===== config.mk =====
export PLATFORM = sky130hd
export DESIGN_NAME = cell_frequency_link_parser
export DESIGN_NICKNAME = d
export VERILOG_FILES = /design/src/rtl/core/clfl_pkg.sv /design/src/rtl/core/clfl_in_reg.sv /design/src/rtl/core/clfl_parse.sv /design/src/rtl/core/clfl_out_reg.sv /design/src/rtl/core/cell_frequency_link_parser.sv
export SDC_FILE = /design/constraint.sdc
export NUM_CORES = 1
export LEC_CHECK = 0
export BUFFER_PORTS_ARGS = -buffer_cell sky130_fd_sc_hd__buf_2
export CORE_MARGIN = 3
export CORE_UTILIZATION = 59
export DETAILED_ROUTE_END_ITERATION = 10
export PLACE_DENSITY_LB_ADDON = 0.25
export RECOVER_POWER = 100
export SETUP_SLACK_MARGIN = 0.3
export SYNTH_ARGS = -nofsm -noshare
export SYNTH_HDL_FRONTEND = slang
export SYNTH_HIERARCHICAL = 1
export SYNTH_SLANG_ARGS = --single-unit

===== constraint.sdc =====
create_clock -name clk -period 16.7 [get_ports clk]
set_input_delay 0.835 -clock clk [delete_from_list [all_inputs] [get_ports clk]]
set_output_delay 0.835 -clock clk [all_outputs]
set_load 0.01 [all_outputs]

===== src/rtl/core/clfl_pkg.sv =====
// Shared types and constants for the cell frequency link descriptor parser.
package clfl_pkg;

	localparam logic [7:0] SUB_BYTES     = 8'd5;
	localparam logic [2:0] LINK_LAST_POS = 3'd6;
	localparam logic [2:0] SUB_LAST_POS  = 3'd4;

	typedef enum logic [2:0] {
		PH_IDLE   = 3'd0,
		PH_LENGTH = 3'd1,
		PH_LINK   = 3'd2,
		PH_SUB    = 3'd3,
		PH_TAIL   = 3'd4,
		PH_SKIP   = 3'd5
	} phase_t;

	typedef enum logic [1:0] {
		REC_LINK    = 2'd0,
		REC_SUBCELL = 2'd1,
		REC_END     = 2'd2
	} record_kind_t;

	typedef struct packed {
		logic [7:0] data_byte;
		logic       first_byte;
	} byte_word_t;

	typedef struct packed {
		record_kind_t record_kind;
		logic [15:0]  cell_id;
		logic [31:0]  frequency;
		logic [7:0]   cell_id_extension;
		logic         descriptor_done;
		logic         malformed;
	} rec_word_t;

endpackage


===== src/rtl/core/clfl_in_reg.sv =====
// Input register: holds one descriptor byte until the parser consumes it.
module clfl_in_reg (
	input  logic                clk,
	input  logic                arst_n,
	input  logic                byte_valid,
	output logic                byte_stall,
	input  clfl_pkg::byte_word_t byte_data,
	input  logic                consume,
	output logic                valid_s1,
	output clfl_pkg::byte_word_t word_s1
);

	logic take;

	assign byte_stall = valid_s1 && !consume;
	assign take       = byte_valid && !byte_stall;

	always_ff @(posedge clk or negedge arst_n) begin
		if (!arst_n) begin
			valid_s1 <= 1'b0;
		end else if (take) begin
			valid_s1 <= 1'b1;
		end else if (consume) begin
			valid_s1 <= 1'b0;
		end
	end

	always_ff @(posedge clk) begin
		if (take) begin
			word_s1 <= byte_data;
		end
	end

endmodule


===== src/rtl/core/clfl_parse.sv =====
// Parse state machine: consumes one byte per cycle while the result register has room, and forms the result word.
module clfl_parse (
	input  logic                 clk,
	input  logic                 arst_n,
	input  logic                 valid_s1,
	input  clfl_pkg::byte_word_t word_s1,
	input  logic                 room,
	output logic                 consume,
	output logic                 rec_load,
	output clfl_pkg::rec_word_t  rec_word
);

	clfl_pkg::phase_t phase_q, phase_d;
	logic [7:0]  desc_left_q, desc_left_d;
	logic [7:0]  sub_left_q, sub_left_d;
	logic [2:0]  fpos_q, fpos_d;
	logic [31:0] acc_q, acc_d;
	logic [15:0] cid_q, cid_d;
	logic [7:0]  ext_q, ext_d;
	logic        mal_q, mal_d;
	logic        emit;
	logic        last;
	logic [7:0]  b;
	logic [7:0]  dl;

	function automatic clfl_pkg::phase_t loop_phase(input logic [7:0] sub);
		if (sub == 8'd0) begin
			return clfl_pkg::PH_LINK;
		end else if (sub < clfl_pkg::SUB_BYTES) begin
			return clfl_pkg::PH_TAIL;
		end
		return clfl_pkg::PH_SUB;
	endfunction

	assign consume = valid_s1 && room;
	assign b       = word_s1.data_byte;
	assign dl      = desc_left_q - 8'd1;
	assign last    = (dl == 8'd0);

	always_comb begin
		phase_d     = phase_q;
		desc_left_d = desc_left_q;
		sub_left_d  = sub_left_q;
		fpos_d      = fpos_q;
		acc_d       = acc_q;
		cid_d       = cid_q;
		ext_d       = ext_q;
		mal_d       = mal_q;
		emit        = 1'b0;
		rec_word    = '0;
		rec_word.record_kind = clfl_pkg::REC_END;

		if (word_s1.first_byte) begin
			phase_d     = clfl_pkg::PH_LENGTH;
			desc_left_d = '0;
			sub_left_d  = '0;
			fpos_d      = '0;
			acc_d       = '0;
			cid_d       = '0;
			ext_d       = '0;
			mal_d       = 1'b0;
		end else begin
			case (phase_q)
				clfl_pkg::PH_IDLE: begin
				end
				clfl_pkg::PH_LENGTH: begin
					desc_left_d = b;
					fpos_d      = '0;
					if (b == 8'd0) begin
						phase_d                  = clfl_pkg::PH_IDLE;
						emit                     = 1'b1;
						rec_word.descriptor_done = 1'b1;
					end else begin
						phase_d = clfl_pkg::PH_LINK;
					end
				end
				clfl_pkg::PH_LINK, clfl_pkg::PH_SUB, clfl_pkg::PH_TAIL,
				clfl_pkg::PH_SKIP: begin
					desc_left_d = dl;
					if (phase_q == clfl_pkg::PH_LINK) begin
						if (fpos_q == 3'd0) begin
							cid_d = {b, 8'd0};
						end else if (fpos_q == 3'd1) begin
							cid_d = {cid_q[15:8], b};
						end else if (fpos_q < clfl_pkg::LINK_LAST_POS) begin
							acc_d = {acc_q[23:0], b};
						end
						if (fpos_q == clfl_pkg::LINK_LAST_POS) begin
							// loop length check against bytes still left
							if (b > dl) begin
								mal_d   = 1'b1;
								phase_d = clfl_pkg::PH_SKIP;
							end else begin
								sub_left_d = b;
								fpos_d     = '0;
								phase_d    = loop_phase(b);
								if (loop_phase(b) == clfl_pkg::PH_TAIL) begin
									mal_d = 1'b1;
								end
							end
							emit                     = 1'b1;
							rec_word.record_kind     = clfl_pkg::REC_LINK;
							rec_word.cell_id         = cid_q;
							rec_word.frequency       = acc_q;
							rec_word.descriptor_done = last;
						end else begin
							fpos_d = fpos_q + 3'd1;
							if (last) begin
								mal_d = 1'b1;
							end
						end
					end else if (phase_q == clfl_pkg::PH_SUB) begin
						sub_left_d = sub_left_q - 8'd1;
						if (fpos_q == 3'd0) begin
							ext_d = b;
						end else begin
							acc_d = {acc_q[23:0], b};
						end
						if (fpos_q == clfl_pkg::SUB_LAST_POS) begin
							fpos_d  = '0;
							phase_d = loop_phase(sub_left_d);
							if (loop_phase(sub_left_d) == clfl_pkg::PH_TAIL) begin
								mal_d = 1'b1;
							end
							emit                       = 1'b1;
							rec_word.record_kind       = clfl_pkg::REC_SUBCELL;
							rec_word.cell_id           = cid_q;
							rec_word.frequency         = acc_d;
							rec_word.cell_id_extension = ext_q;
							rec_word.descriptor_done   = last;
						end else begin
							fpos_d = fpos_q + 3'd1;
						end
					end else if (phase_q == clfl_pkg::PH_TAIL) begin
						// drop leftover loop bytes short of a full subcell
						if (sub_left_q != 8'd0) begin
							sub_left_d = sub_left_q - 8'd1;
						end
						if (sub_left_d == 8'd0) begin
							fpos_d  = '0;
							phase_d = clfl_pkg::PH_LINK;
						end
					end
					if (last) begin
						phase_d = clfl_pkg::PH_IDLE;
						if (!emit) begin
							emit                     = 1'b1;
							rec_word.descriptor_done = 1'b1;
						end
					end
				end
				default: begin
				end
			endcase
		end
		rec_word.malformed = mal_d;
	end

	assign rec_load = consume && emit;

	always_ff @(posedge clk or negedge arst_n) begin
		if (!arst_n) begin
			phase_q     <= clfl_pkg::PH_IDLE;
			desc_left_q <= '0;
			sub_left_q  <= '0;
			fpos_q      <= '0;
			acc_q       <= '0;
			cid_q       <= '0;
			ext_q       <= '0;
			mal_q       <= 1'b0;
		end else if (consume) begin
			phase_q     <= phase_d;
			desc_left_q <= desc_left_d;
			sub_left_q  <= sub_left_d;
			fpos_q      <= fpos_d;
			acc_q       <= acc_d;
			cid_q       <= cid_d;
			ext_q       <= ext_d;
			mal_q       <= mal_d;
		end
	end

endmodule


===== src/rtl/core/clfl_out_reg.sv =====
// Result register: holds one result word until the sink takes it.
module clfl_out_reg (
	input  logic                clk,
	input  logic                arst_n,
	input  logic                load,
	input  clfl_pkg::rec_word_t word,
	output logic                room,
	output logic                rec_valid,
	input  logic                rec_stall,
	output clfl_pkg::rec_word_t rec_data
);

	assign room = !rec_valid || !rec_stall;

	always_ff @(posedge clk or negedge arst_n) begin
		if (!arst_n) begin
			rec_valid <= 1'b0;
		end else if (load) begin
			rec_valid <= 1'b1;
		end else if (room) begin
			rec_valid <= 1'b0;
		end
	end

	always_ff @(posedge clk) begin
		if (load) begin
			rec_data <= word;
		end
	end

endmodule


===== src/rtl/core/cell_frequency_link_parser.sv =====
// Top level of the cell frequency link descriptor parser.
//
//  channel | ports                              | word
//  --------+------------------------------------+---------------------------
//  bytes   | byte_valid, byte_stall, byte_data  | data_byte, first_byte
//  records | rec_valid, rec_stall, rec_data     | kind, ids, frequency, flags
//
// One byte per cycle sustained while rec_stall stays low; a result reaches the outputs
// after its byte passes the input register, then parse logic into the result register.
// The parse state machine updates once per consumed byte, set by its single
// state register loop.
// Reset clears the valid bits and the parse state; the parser then waits for
// a byte marked first_byte. byte_stall rises only while a result is stalled.
module cell_frequency_link_parser (
	input  logic                 clk,
	input  logic                 arst_n,
	input  logic                 byte_valid,
	output logic                 byte_stall,
	input  clfl_pkg::byte_word_t byte_data,
	output logic                 rec_valid,
	input  logic                 rec_stall,
	output clfl_pkg::rec_word_t  rec_data
);

	logic                 valid_s1;
	clfl_pkg::byte_word_t word_s1;
	logic                 consume;
	logic                 room;
	logic                 rec_load;
	clfl_pkg::rec_word_t  rec_word;

	clfl_in_reg u_in (
		.clk        (clk),
		.arst_n     (arst_n),
		.byte_valid (byte_valid),
		.byte_stall (byte_stall),
		.byte_data  (byte_data),
		.consume    (consume),
		.valid_s1   (valid_s1),
		.word_s1    (word_s1)
	);

	clfl_parse u_parse (
		.clk      (clk),
		.arst_n   (arst_n),
		.valid_s1 (valid_s1),
		.word_s1  (word_s1),
		.room     (room),
		.consume  (consume),
		.rec_load (rec_load),
		.rec_word (rec_word)
	);

	clfl_out_reg u_out (
		.clk       (clk),
		.arst_n    (arst_n),
		.load      (rec_load),
		.word      (rec_word),
		.room      (room),
		.rec_valid (rec_valid),
		.rec_stall (rec_stall),
		.rec_data  (rec_data)
	);

endmodule


# ---- Word level (Yosys, flattened, before mapping)
# Cells that the tools add are included.
dict set report word_totals {
  ff_bits 150
  in_bits 13
  output_inout_bits 62
  word_cells 203
}
dict set report classes {
  addsub 3
  n_lt_le_gt_ge 4
  eq_ne 23
  muxes 115
  bitwise 3
  n_reduce_logical 36
}
# cell count
set op_table {}
lappend op_table {{$mux W32} 8}
lappend op_table {{$mux W8} 20}
lappend op_table {{$mux W59} 2}
lappend op_table {{$mux W50} 2}
lappend op_table {{$mux W3} 32}
lappend op_table {{$mux W16} 4}
lappend op_table {{$mux W1} 41}
lappend op_table {{$logic_not A8 Y1} 4}
lappend op_table {{$eq A3 B3 Y1 const B} 6}
lappend op_table {{$lt A8 B3 Y1 const B} 2}
lappend op_table {{$pmux W8 S2} 1}
lappend op_table {{$sub A8 B1 Y8 const B} 2}
lappend op_table {{$ne A3 B3 Y1 const B} 5}
lappend op_table {{$reduce_and A5 Y1} 3}
lappend op_table {{$ne A6 B2 Y1 const B} 2}
lappend op_table {{$pmux W3 S2} 2}
lappend op_table {{$reduce_and A6 Y1} 2}
lappend op_table {{$reduce_bool A2 Y1} 6}
lappend op_table {{$ne A5 B2 Y1 const B} 2}
lappend op_table {{$reduce_bool A3 Y1} 3}
lappend op_table {{$gt A8 B8 Y1} 1}
lappend op_table {{$reduce_and A4 Y1} 2}
lappend op_table {{$reduce_bool A8 Y1} 1}
lappend op_table {{$eq A3 B1 Y1 const B} 2}
lappend op_table {{19 further kinds} 29}

# ---- Logic depth before layout (Yosys ltp)
# Gate-level depths: netlist (run 1).
dict set report depth {
  ltp_word 22
  depth_mapped 13
  mapped_depth_nobuf 12
}

# ---- By module
# Netlist (run 1), hierarchy kept.
# mod n_inst cells_each area_each_um2 seq_area_each_um2
set by_module_without_submodules {}
lappend by_module_without_submodules {clfl_parse 1 613 4992.3 1976.9}
lappend by_module_without_submodules {clfl_out_reg 1 63 1838.0 1826.8}
lappend by_module_without_submodules {clfl_in_reg 1 14 327.8 295.3}

# ---- Worst setup path after synthesis (run 1)
# No wires, ideal clock.
dict set report synth_timing {
  path_type {reg-to-reg}
  from {reg u_parse.desc_left_q[2]}
  to {reg, netlist name u_out/rec_data[0]}
  setup_time_ps 805
  t_arrival_ps 11772
  t_required_ps 15895
  slack_ps 4122
  path_stages_with_launch 7
  n_path_buf 0
  synth_period_minus_slack_ps 12578
  cell_sequence {dfrtp_1 or4_4 or4_4 xnor2_1 nor3_1 a21oi_1 a2111oi_0}
}
dict set report synth_via {
  elab_chain_len 6
}
# item line
set synth_lines {}
lappend synth_lines {{start, declared} clfl_parse.sv:14} ;# logic [7:0] desc_left_q, desc_left_d;
lappend synth_lines {{start signal, assigned} clfl_parse.sv:173} ;# desc_left_q <= desc_left_d;
lappend synth_lines {{$sub A8 B1 Y8} clfl_parse.sv:37} ;# assign dl = desc_left_q - 8'd1;
lappend synth_lines {{$logic_not A8 Y1} clfl_parse.sv:38} ;# assign last = (dl == 8'd0);
lappend synth_lines {{$mux W1} clfl_parse.sv:144} ;# if (last) begin
lappend synth_lines {{$pmux W1 S2} clfl_parse.sv:63} ;# case (phase_q)
lappend synth_lines {{$mux W1} clfl_parse.sv:53} ;# if (word_s1.first_byte) begin
lappend synth_lines {{$logic_and A1 B1 Y1} clfl_parse.sv:159} ;# assign rec_load = consume && emit;
lappend synth_lines {{named net rec_load} cell_frequency_link_parser.sv:29} ;# logic rec_load;
# The timed path passes the listed nets, and every way through them passes these cells.
# A chain may end at the register's enable or synchronous reset.

# ---- Final worst setup path (run 1)
dict set report layout_timing {
  from {reg u_parse.desc_left_q[0]}
  to {reg, netlist name u_out/rec_data[12]}
}
dict set report layout_via {
  elab_chain_len 6
}
# item line
set layout_lines {}
lappend layout_lines {{$sub A8 B1 Y8} clfl_parse.sv:37}
lappend layout_lines {{$logic_not A8 Y1} clfl_parse.sv:38}
lappend layout_lines {{$mux W1} clfl_parse.sv:144}
lappend layout_lines {{$pmux W1 S2} clfl_parse.sv:63}
lappend layout_lines {{$mux W1} clfl_parse.sv:53}
lappend layout_lines {{$logic_and A1 B1 Y1} clfl_parse.sv:159}
lappend layout_lines {{named net rec_load} cell_frequency_link_parser.sv:29}
# The timed path passes the listed nets, and every way through them passes these cells.

==> impl_metrics.toml, run 1 <==
[outcome]
status = "finished with violations"
violations = "max-capacitance violations, max-slew violations"

[yosys]
synth_cells = 690
ys_warn_count = 6
synthTopCellsByArea = "edfxtp_1, dfrtp_1, nand2_1"
netlist_area_um2 = 7160
yosys_register_bits = 150
synthArstFlopShare_pct = 54.0
ys_seq_area_share_pct = 57.3
synth_flop_cell = "dfrtp_1"
yosys.area.top_type = "edfxtp_1"
synth_edf_count = 69
synth.distinct_cells = 59
postSynthNetCount = 717
synth_top_area_share_pct = 28.9
synth_area_per_cell_um2 = 10.4

[cells_and_area]
drive_gt1_share_pct = 6.62
postLayoutCoreUtil_pct = 69.3
synthToLayoutAreaGrowth_pct = 12.4
final_area_um2 = 8050
instances_no_fill = 898
nNetsFinal = 769
nFillCells = 881
diodes = 0

[timing]
setup_viol = 0
period_minus_slack_ns = 5.83
clock_skew_ns = 0.00675
hold_violations = 0
slew-limit-headroom_pct = -191
whs_ns = 0.505
tightestPinTransition_ns = 4.36
max_freq_mhz = 171
rsz0062_at_grt = "false"
period_share_pct = 34.9
slew_violations = 218
finalSetupTns_ns = 0

[setup_path]
path_buf_inv = 2
cp_top_family = "buffers and inverters"
cp.required_ns = 16.66
cp-end-kind = "flip-flop"
worstPathCellList = "inv_1, ha_1, nor3b_1, nand2_1, xnor2_1, nor3_1, a21oi_1, a2111oi_0, clkbuf_1"
start_kind = "flip-flop"
cp_slowest_cell = "clkbuf_1"
criticalPathCategory = "reg -> reg"
max_stage_delay_ns = 2.27
arrival_ns = 5.80
cp_max_fo = 61

[global_route]
grt-ovfl-total = 0
grt_util_all_layers_pct = 25.8
grt_pass1_wl_mm = 26.8
antenna_found_initial = 0
grt_max_degree = 82
grt_pass1_vias = 5327

[clocking]
ctsResizeCount = 0
htreeDepth = 4
hold_buffers = 0
cts_root_buffer = "clkbuf_16"
cts_tree = "done"
path_clk_slew_ns = 0.06
clockBufferDepth = 2
postCtsSetupRepairBufs = 0
clk_latency_ns = 0.42
numCtsBuffers = 17
clock-sinks = 150

[routing]
wl_met3_mm = 1.00
top_layer = "met4"
drtIter0Drc = 617
drt-met1-wl_mm = 6.93
dr_total_vias = 5643
drc_errors = 0
drt-vias-per-instance = 6.28
wl_met2_mm = 8.08
firstDrtPassIters = 7
postRouteAntennaNets = 0
wl_per_cell_um = 18.3
drt-total-wl_mm = 16.5

[floorplanning]
start_util_pct = 61.6
die_h_um = 116
ios = 75
num_rows = 39
dieWidth_um = 116
core-area_um2 = 11600
dieArea_um2 = 13500

[power_and_ir_drop]
pwr_density_cell_nw_per_um2 = 175
p_int_mw = 0.847
switching_share_pct = 39.8
switching_power_mw = 0.560
ir_drop_mv = 0.126
total_leakage_power_nw = 3.15
power_frac_seq_pct = 37.4
pwr-share-comb_pct = 35.8
pwr-share-clk_pct = 26.8

[place]
placed_area_um2 = 7580
io_buffers = 74
numPlacedInstances = 866
gp_congestion = 0.925
dp.final_hpwl_mm = 10.7

[hold_path]
hold_path.class = "reg -> reg"

[job]
drv_cap = 4
per-layer routing:
| metal | GRT usage, % | vias up |
|---|---|---|
| met1 | 35.0 | 2767 |
| met4 | 12.0 | 0 |
| met2 | 40.8 | 217 |
| met3 | 4.82 | 40 |
| met5 | 0 | - |
| li1 | - | 2619 |
synth_stat cells (6+ instances only):
cell type,instances
a21oi_1,56
a22o_1,35
a22oi_1,9
and2_1,18
clkbuf_1,38
dfrtp_1,81
edfxtp_1,69
ha_1,14
inv_1,32
nand2_1,97
nand2b_1,6
nand3_1,14
nor2_1,44
nor3_1,14
o21ai_0,56
o41ai_1,11
xnor2_1,10
final timing paths:
kind	start	endpoint	slack, ns	cells past startpoint
max reg2reg	u_parse/desc_left_q[0]	u_out/rec_data[12]	10.87	9
max	u_parse/desc_left_q[0]	u_out/rec_data[12]	10.87	9
min reg2reg	u_parse/ext_q[1]	u_parse/ext_q[1]	0.50	2
max in group asynchronous	arst_n	u_parse/ext_q[4]	12.29	1
min in group asynchronous	arst_n	u_parse/sub_left_q[4]	1.94	1
min	u_parse/ext_q[1]	u_parse/ext_q[1]	0.50	2
state kept, by name, indices dropped and copies added, names as in the netlist:
| signal | count |
|---|---|
| u_in/valid_s1 | 1 |
| u_in/word_s1 | 9 |
| u_out/rec_data | 60 |
| u_out/rec_valid | 1 |
| u_parse/acc_q | 32 |
| u_parse/cid_q | 16 |
| u_parse/desc_left_q | 8 |
| u_parse/ext_q | 8 |
| u_parse/fpos_q | 3 |
| u_parse/mal_q | 1 |
| u_parse/phase_q | 3 |
| u_parse/sub_left_q | 8 |
cells in the final DEF (no fill, tap or decap), types with 7 or more instances in the layout:
master and instances:
edfxtp_1 69, buf_2 10, and2_0 15, o41ai_1 11
clkbuf_1 66, inv_1 32, a22oi_1 9, dfrtp_1 81
a21oi_1 57, nand2_1 97, nand2b_1 7, nor3_1 14
clkbuf_16 17, o21ai_0 57, nand3_1 14, a22o_1 35
nor2_1 43, xnor2_1 10, ha_1 14
cell type report:
type                       instances  area [um2]  share of cell area, %
tap                              143         179                   2.22
multi-input combinational        462        2730                   34.0
inverter                          32         120                   1.49
clock buffer                      17         425                   5.29
timing repair buffer              79         320                   3.98
clock inverter                    15         169                   2.10
sequential                       150        4100                   50.9
stage by stage:
step,power (mW),setup WS [ns]
2_1_floorplan,0.919,4.12
3_3_place_gp,1.01,12.88
3_5_place_dp,1.03,12.71
4_1_cts,1.41,12.64
5_1_grt,1.50,10.22
6_report,1.41,10.87
tightest hold or removal path: stages (launching register included):
cell     delay, ns
dfrtp_1       0.33
o21ai_0       0.07
o41ai_1       0.06
cell families (layout without fill, tap and decap cells):
| kind of cell | after synthesis | after routing | synth area share, % |
|---|---|---|---|
| XOR/XNOR | 13 | 13 | 1.70 |
| flip-flops | 150 | 150 | 57.3 |
| buffers and inverters | 78 | 143 | 4.18 |
| multiplexers | 3 | 3 | 0.437 |
| adder cells (fa/ha/maj) | 15 | 15 | 2.60 |
| AND/OR/NAND/NOR | 216 | 216 | 13.9 |
| AO/OA/AOI/OAI | 215 | 215 | 19.9 |
power by group through the flow:
stage	clock network [mW]	logic [mW]	registers, mW
detailed placement	0	0.502	0.529
global placement	0	0.486	0.525
finish	0.378	0.504	0.526
floorplan	0	0.421	0.499
CTS	0.384	0.506	0.523
global route	0.400	0.565	0.536
No activity file was read; power rests on OpenSTA's default activity.
==> run 2: changes to the inputs <==
--- a/config.mk
+++ b/config.mk
@@ -7,7 +7,7 @@
 export LEC_CHECK = 0
 export BUFFER_PORTS_ARGS = -buffer_cell sky130_fd_sc_hd__buf_2
 export CORE_MARGIN = 3
-export CORE_UTILIZATION = 59
+export CORE_UTILIZATION = 53
 export DETAILED_ROUTE_END_ITERATION = 10
 export PLACE_DENSITY_LB_ADDON = 0.25
 export RECOVER_POWER = 100
==> constraint.sdc (replaced) <==
create_clock -name clk -period 5.3 [get_ports clk]
set_input_delay 0.265 -clock clk [delete_from_list [all_inputs] [get_ports clk]]
set_output_delay 0.265 -clock clk [all_outputs]
set_load 0.01 [all_outputs]
==> impl_metrics.toml, run 2 (synthesis gave the netlist of run 1 again) <==
[cells_and_area]
mostFrequentLayoutCell = "nand2_1"
largest_reg_flops = 60
drive_gt1_share_pct = 7.04
synthToLayoutAreaGrowth_pct = 15.0
nNetsFinal = 781
postLayoutCoreUtil_pct = 63.7
diodes = 0
largest_register = "u_out/rec_data"
top_regs = "u_out/rec_data x60, u_parse/acc_q x32, u_parse/cid_q x16"
final_cell_mix = "nand2_1, dfrtp_1, edfxtp_1"

[setup_path]
criticalPathCategory = "reg -> reg"
arrival_ns = 4.16
cp_slowest_cell = "a2111oi_4"
cp-end-kind = "flip-flop"
timing.rr.end = "u_out/rec_data[11]"
cp_top_family = "compound AO/OA/AOI/OAI gates"
path_buf_inv = 3
start_kind = "flip-flop"
cp.required_ns = 5.42
worstPathCellList = "inv_1, ha_1, nor3b_1, nand2_1, xnor2_1, nor3_1, clkbuf_1, o22ai_1, a2111oi_4, buf_4"
max_stage_delay_ns = 0.95
reg2regPathDepth = 10
cp_max_fo = 17
critPathLaunch = "u_parse/desc_left_q[0]"
rrSetupSlack_ns = 1.26
regToRegStartpoint = "u_parse/desc_left_q[0]"

[clocking]
clock-sinks = 150
clockBufferDepth = 2
htreeDepth = 4
cts_root_buffer = "clkbuf_16"
ctsResizeCount = 0
clk_latency_ns = 0.43
numCtsBuffers = 17
cts_tree = "done"
postCtsSetupRepairBufs = 0
path_clk_slew_ns = 0.06

[global_route]
grt_pass1_vias = 5297
grt_util_all_layers_pct = 24.0
grt-ovfl-total = 0
antenna_found_initial = 0
grt_max_degree = 82
grt_pass1_wl_mm = 27.8

[timing]
rsz0062_at_grt = "false"
tightestPinTransition_ns = 4.43
whs_ns = 0.0388
clock_skew_ns = 0.00579
max_freq_mhz = 248
hold_violations = 0
setup_viol = 0
finalSetupTns_ns = 0
slew-limit-headroom_pct = -195
period_share_pct = 76.2
slew_violations = 114
period_minus_slack_ns = 4.04

[job]
drv_cap = 2

[routing]
dr_total_vias = 5598
wl_per_cell_um = 18.0
postRouteAntennaNets = 0
drc_errors = 0
drt-total-wl_mm = 16.9
drt-vias-per-instance = 5.96
firstDrtPassIters = 7
drtIter0Drc = 698

[power_and_ir_drop]
pwr-share-clk_pct = 27.2
pwr-share-comb_pct = 35.7
power_mw = 4.48
total_leakage_power_nw = 3.22
pwr_density_cell_nw_per_um2 = 544
power_frac_seq_pct = 37.1
p_int_mw = 2.73
switching_share_pct = 39.1
switching_power_mw = 1.75
ir_drop_mv = 0.338

[floorplanning]
dieWidth_um = 122
start_util_pct = 55.4
core-area_um2 = 12900
num_rows = 41
die_h_um = 122
dieArea_um2 = 14900
ios = 75

[place]
dp.final_hpwl_mm = 10.9
io_buffers = 74
gp_congestion = 0.908

[hold_path]
min_delay_worst_endpoint = "u_in/valid_s1"
holdPathStages = 2
hold_path.class = "in -> reg"
min_from = "byte_valid"

[outcome]
status = "finished with violations"
violations = "max-capacitance violations, max-slew violations"
run 2: cell count changes in the layout (fill, tap and decap cells not counted), sizes merged:
| cell | before | now |
|---|---|---|
| bufinv | 2 | 3 |
| dlygate4sd3 | 0 | 9 |
| buf | 13 | 18 |
| inv | 37 | 34 |
run 2: timing repair:
item                                    in CTS  in global routing
endpoints found under the setup margin       0                  0
hold buffers                                 9                  0
endpoints found under the hold margin        9                  0
run 2: cell type report:
class / instances / area, um2
Tap cell: 172 / 215
Timing Repair Buffer: 91 / 450
Fill cell: 1094 / 4690
Multi-Input combinational cell: 462 / 2750
Sequential cell: 150 / 4100
Clock buffer: 19 / 443
Inverter: 32 / 120
Clock inverter: 13 / 154
run 2: stage by stage:
step	instance area [um2]	std cells	setup WS, ns
floorplan	7180	690	0.373
CTS	8350	939	1.48
finish	8230	939	1.26
global route	8230	939	0.671
detailed placement	7660	898	1.53
global placement	7660	898	1.60
run 2: worst register-to-register path, cell delays in order (launching register included):
cell and delay (ns):
dfrtp_1 0.44, inv_1 0.12, ha_1 0.24, nor3b_1 0.53
nand2_1 0.17, xnor2_1 0.19, nor3_1 0.17, clkbuf_1 0.33
o22ai_1 0.18, a2111oi_4 0.95, buf_4 0.39
run 2: layer usage:
| layer | up-vias | GRT usage, % | wire length, um |
|---|---|---|---|
| li1 | 2645 | - | - |
| met2 | 215 | 37.2 | 8180 |
| met3 | 23 | 5.81 | 1080 |
| met4 | 0 | 7.42 | 254 |
| met5 | - | 0 | 0 |
| met1 | 2715 | 33.9 | 7410 |
run 2: power by group through the flow:
stage	logic, mW	registers, mW	clock network, mW
after floorplan	1.33	1.56	0
after global placement	1.54	1.66	0
after detailed placement	1.58	1.68	0
after CTS	1.60	1.65	1.24
after global routing	1.80	1.69	1.30
final	1.60	1.66	1.22
run 2: worst max path at each step:
stage	end	cells after the start
5_1_grt	u_parse/cid_q[9]	1
6_report	u_out/rec_data[11]	10
4_1_cts	u_out/rec_data[13]	10
3_3_place_gp	u_out/rec_data[12]	8
3_5_place_dp	u_out/rec_data[17]	8
2_1_floorplan	u_out/rec_data[0]	6
==> run 3: changes to the inputs <==
--- a/config.mk
+++ b/config.mk
@@ -5,9 +5,10 @@
 export SDC_FILE = /design/constraint.sdc
 export NUM_CORES = 1
 export LEC_CHECK = 0
+export ABC_AREA = 1
 export BUFFER_PORTS_ARGS = -buffer_cell sky130_fd_sc_hd__buf_2
 export CORE_MARGIN = 3
-export CORE_UTILIZATION = 53
+export CORE_UTILIZATION = 54
 export DETAILED_ROUTE_END_ITERATION = 10
 export PLACE_DENSITY_LB_ADDON = 0.25
 export RECOVER_POWER = 100
==> constraint.sdc (replaced) <==
create_clock -name clk -period 3.4 [get_ports clk]
set_input_delay 0.17 -clock clk [delete_from_list [all_inputs] [get_ports clk]]
set_output_delay 0.17 -clock clk [all_outputs]
set_load 0.01 [all_outputs]
==> impl_metrics.toml, run 3 <==
[outcome]
status = "finished with violations"
violations = "max-capacitance violations, max-slew violations"

[floorplanning]
dieArea_um2 = 15900
dieWidth_um = 126
die_h_um = 126
start_util_pct = 55.8
num_rows = 43
ios = 75
core-area_um2 = 14000

[yosys]
yosys.area_share.simple_pct = 22.6
synth_flop_cell = "dfrtp_1"
yosys_register_bits = 150
muxShareOfSynthArea_pct = 0
ys_warn_count = 6
ys_seq_area_share_pct = 52.5
synthAdderAreaFrac_pct = 2.24
postSynthNetCount = 934
synth_edf_count = 69
synthArstFlopShare_pct = 54.0
synthTopCellsByCount = "nand2_1, inv_1, nor2_1"
synth_compound_area_share_pct = 13.6
netlist_area_um2 = 7810
synthMostInstantiatedCell = "nand2_1"
synth.distinct_cells = 43
synth_top_area_share_pct = 26.5
synth_top_family_by_area = "simple AND/OR/NAND/NOR gates"
yosys.area.top_type = "edfxtp_1"
synth_area_per_cell_um2 = 8.61
synth_cells = 907
synthXorXnorAreaFrac_pct = 0.673
synthTopCellsByArea = "edfxtp_1, dfrtp_1, nand2_1"

[power_and_ir_drop]
power_mw = 7.62
pwr_density_cell_nw_per_um2 = 862
ir_drop_mv = 0.397
total_leakage_power_nw = 3.77
pwr-share-clk_pct = 22.5
p_int_mw = 4.32
switching_power_mw = 3.30
switching_share_pct = 43.4
power_frac_seq_pct = 34.4
pwr-share-comb_pct = 43.2

[clocking]
htreeDepth = 4
numCtsBuffers = 17
clockBufferDepth = 2
clk_latency_ns = 0.43
postCtsSetupRepairBufs = 0
clock-sinks = 150
path_clk_slew_ns = 0.06
cts_tree = "done"
cts_root_buffer = "clkbuf_16"

[timing]
whs_ns = 0.449
rsz0062_at_grt = "false"
max_freq_mhz = 335
slew-limit-headroom_pct = -37.9
slew_violations = 82
period_minus_slack_ns = 2.99
clock_skew_ns = 0.00655
setup_ws_ns = 0.412
setup_viol = 0
finalSetupTns_ns = 0
tightestPinTransition_ns = 2.07
period_share_pct = 87.9
hold_violations = 0

[global_route]
grt_util_all_layers_pct = 24.5
grt_max_degree = 82
grt_pass1_wl_mm = 31.2
antenna_found_initial = 0
grt_pass1_vias = 6279
grt-ovfl-total = 0

[routing]
dr_total_vias = 6637
wl_per_cell_um = 16.3
drc_errors = 0
drtIter0Drc = 757
postRouteAntennaNets = 0
firstDrtPassIters = 5
drt-vias-per-instance = 5.64
drt-total-wl_mm = 19.2

[cells_and_area]
largest_reg_flops = 60
drive_gt1_share_pct = 8.22
final_cell_mix = "nand2_1, inv_1, nor2_1, o21ai_0, dfrtp_1"
nNetsFinal = 1012
final_area_um2 = 8850
diodes = 0
largest_register = "u_out/rec_data"
instances_no_fill = 1177
synthToLayoutAreaGrowth_pct = 13.3
top_regs = "u_out/rec_data x60, u_parse/acc_q x32, u_parse/cid_q x16"
postLayoutCoreUtil_pct = 63.2
mostFrequentLayoutCell = "nand2_1"

[setup_path]
worstPathCellList = "inv_2, nor2_1, nor2_2, buf_4, inv_2, nor2_4, inv_4, o21ai_0, inv_1, o211ai_1, o21ai_0"
start_kind = "flip-flop"
cp-end-kind = "flip-flop"
cp_slowest_cell = "o21ai_0"
cp_max_fo = 11
criticalPathCategory = "reg -> reg"
max_stage_delay_ns = 0.81
arrival_ns = 3.29
path_buf_inv = 5
cp.required_ns = 3.70
cp_top_family = "compound AO/OA/AOI/OAI gates"

[place]
gp_congestion = 0.924
placed_area_um2 = 8390
dp.final_hpwl_mm = 12.9
numPlacedInstances = 1134
io_buffers = 74
pre_cts_ws_ns = 0.695

[job]
drv_cap = 1

[hold_path]
hold_path.class = "in -> reg"
run 3: metal layers:
| metal | share of wire [%] | global-route usage (%) |
|---|---|---|
| met1 | 43 | 32.8 |
| met2 | 48 | 39.6 |
| met3 | 7.1 | 6.15 |
| met5 | 0 | 0 |
| met4 | 2.0 | 8.01 |
run 3: repair_timing:
item,in CTS,in global routing
hold buffers,12,0
endpoints found under the hold margin,92,0
resized for setup,0,0
run 3: final cells by class:
class / count / area (um2)
fill: 1260 / 5140
clock inverter: 11 / 87.6
sequential: 150 / 4100
clock buffer: 20 / 437
multi-input combinational: 593 / 2980
inverter: 126 / 480
timing repair buffer: 97 / 533
tap: 180 / 225
run 3: worst paths after layout:
| check | to | start | cells after the start | slack (ns) |
|---|---|---|---|---|
| max in group asynchronous | u_parse/acc_q[21] | arst_n | 2 | 1.26 |
| worst min-delay path | u_in/word_s1[0] | byte_data[0] | 2 | 0.45 |
| worst max register to register | u_parse/desc_left_q[6] | u_parse/phase_q[1] | 11 | 0.41 |
| min in group asynchronous | u_parse/ext_q[0] | arst_n | 2 | 0.90 |
| worst min register to register | u_parse/cid_q[11] | u_parse/cid_q[11] | 2 | 0.47 |
| worst max-delay path | u_parse/desc_left_q[6] | u_parse/phase_q[1] | 11 | 0.41 |
run 3: cell families after synthesis:
family	count (synthesis)
buf+inv	164
xor+xnor	6
simple gates	387
fa+ha+maj	14
compound gates	186
flops	150
run 3: worst reg2reg max path: stages (launching register included):
cell and delay (ns):
dfrtp_1 0.45, inv_2 0.07, nor2_1 0.10, nor2_2 0.17, buf_4 0.23, inv_2 0.10
nor2_4 0.15, inv_4 0.07, o21ai_0 0.81, inv_1 0.39, o211ai_1 0.21, o21ai_0 0.13
run 3: power by group through the flow:
stage               Combinational [mW]  Sequential [mW]  Clock (mW)
floorplan                         2.61             2.58           0
global placement                  3.28             2.63           0
detailed placement                3.33             2.64           0
CTS                               3.37             2.62        1.73
global route                      3.72             2.67        1.80
finish                            3.29             2.62        1.71
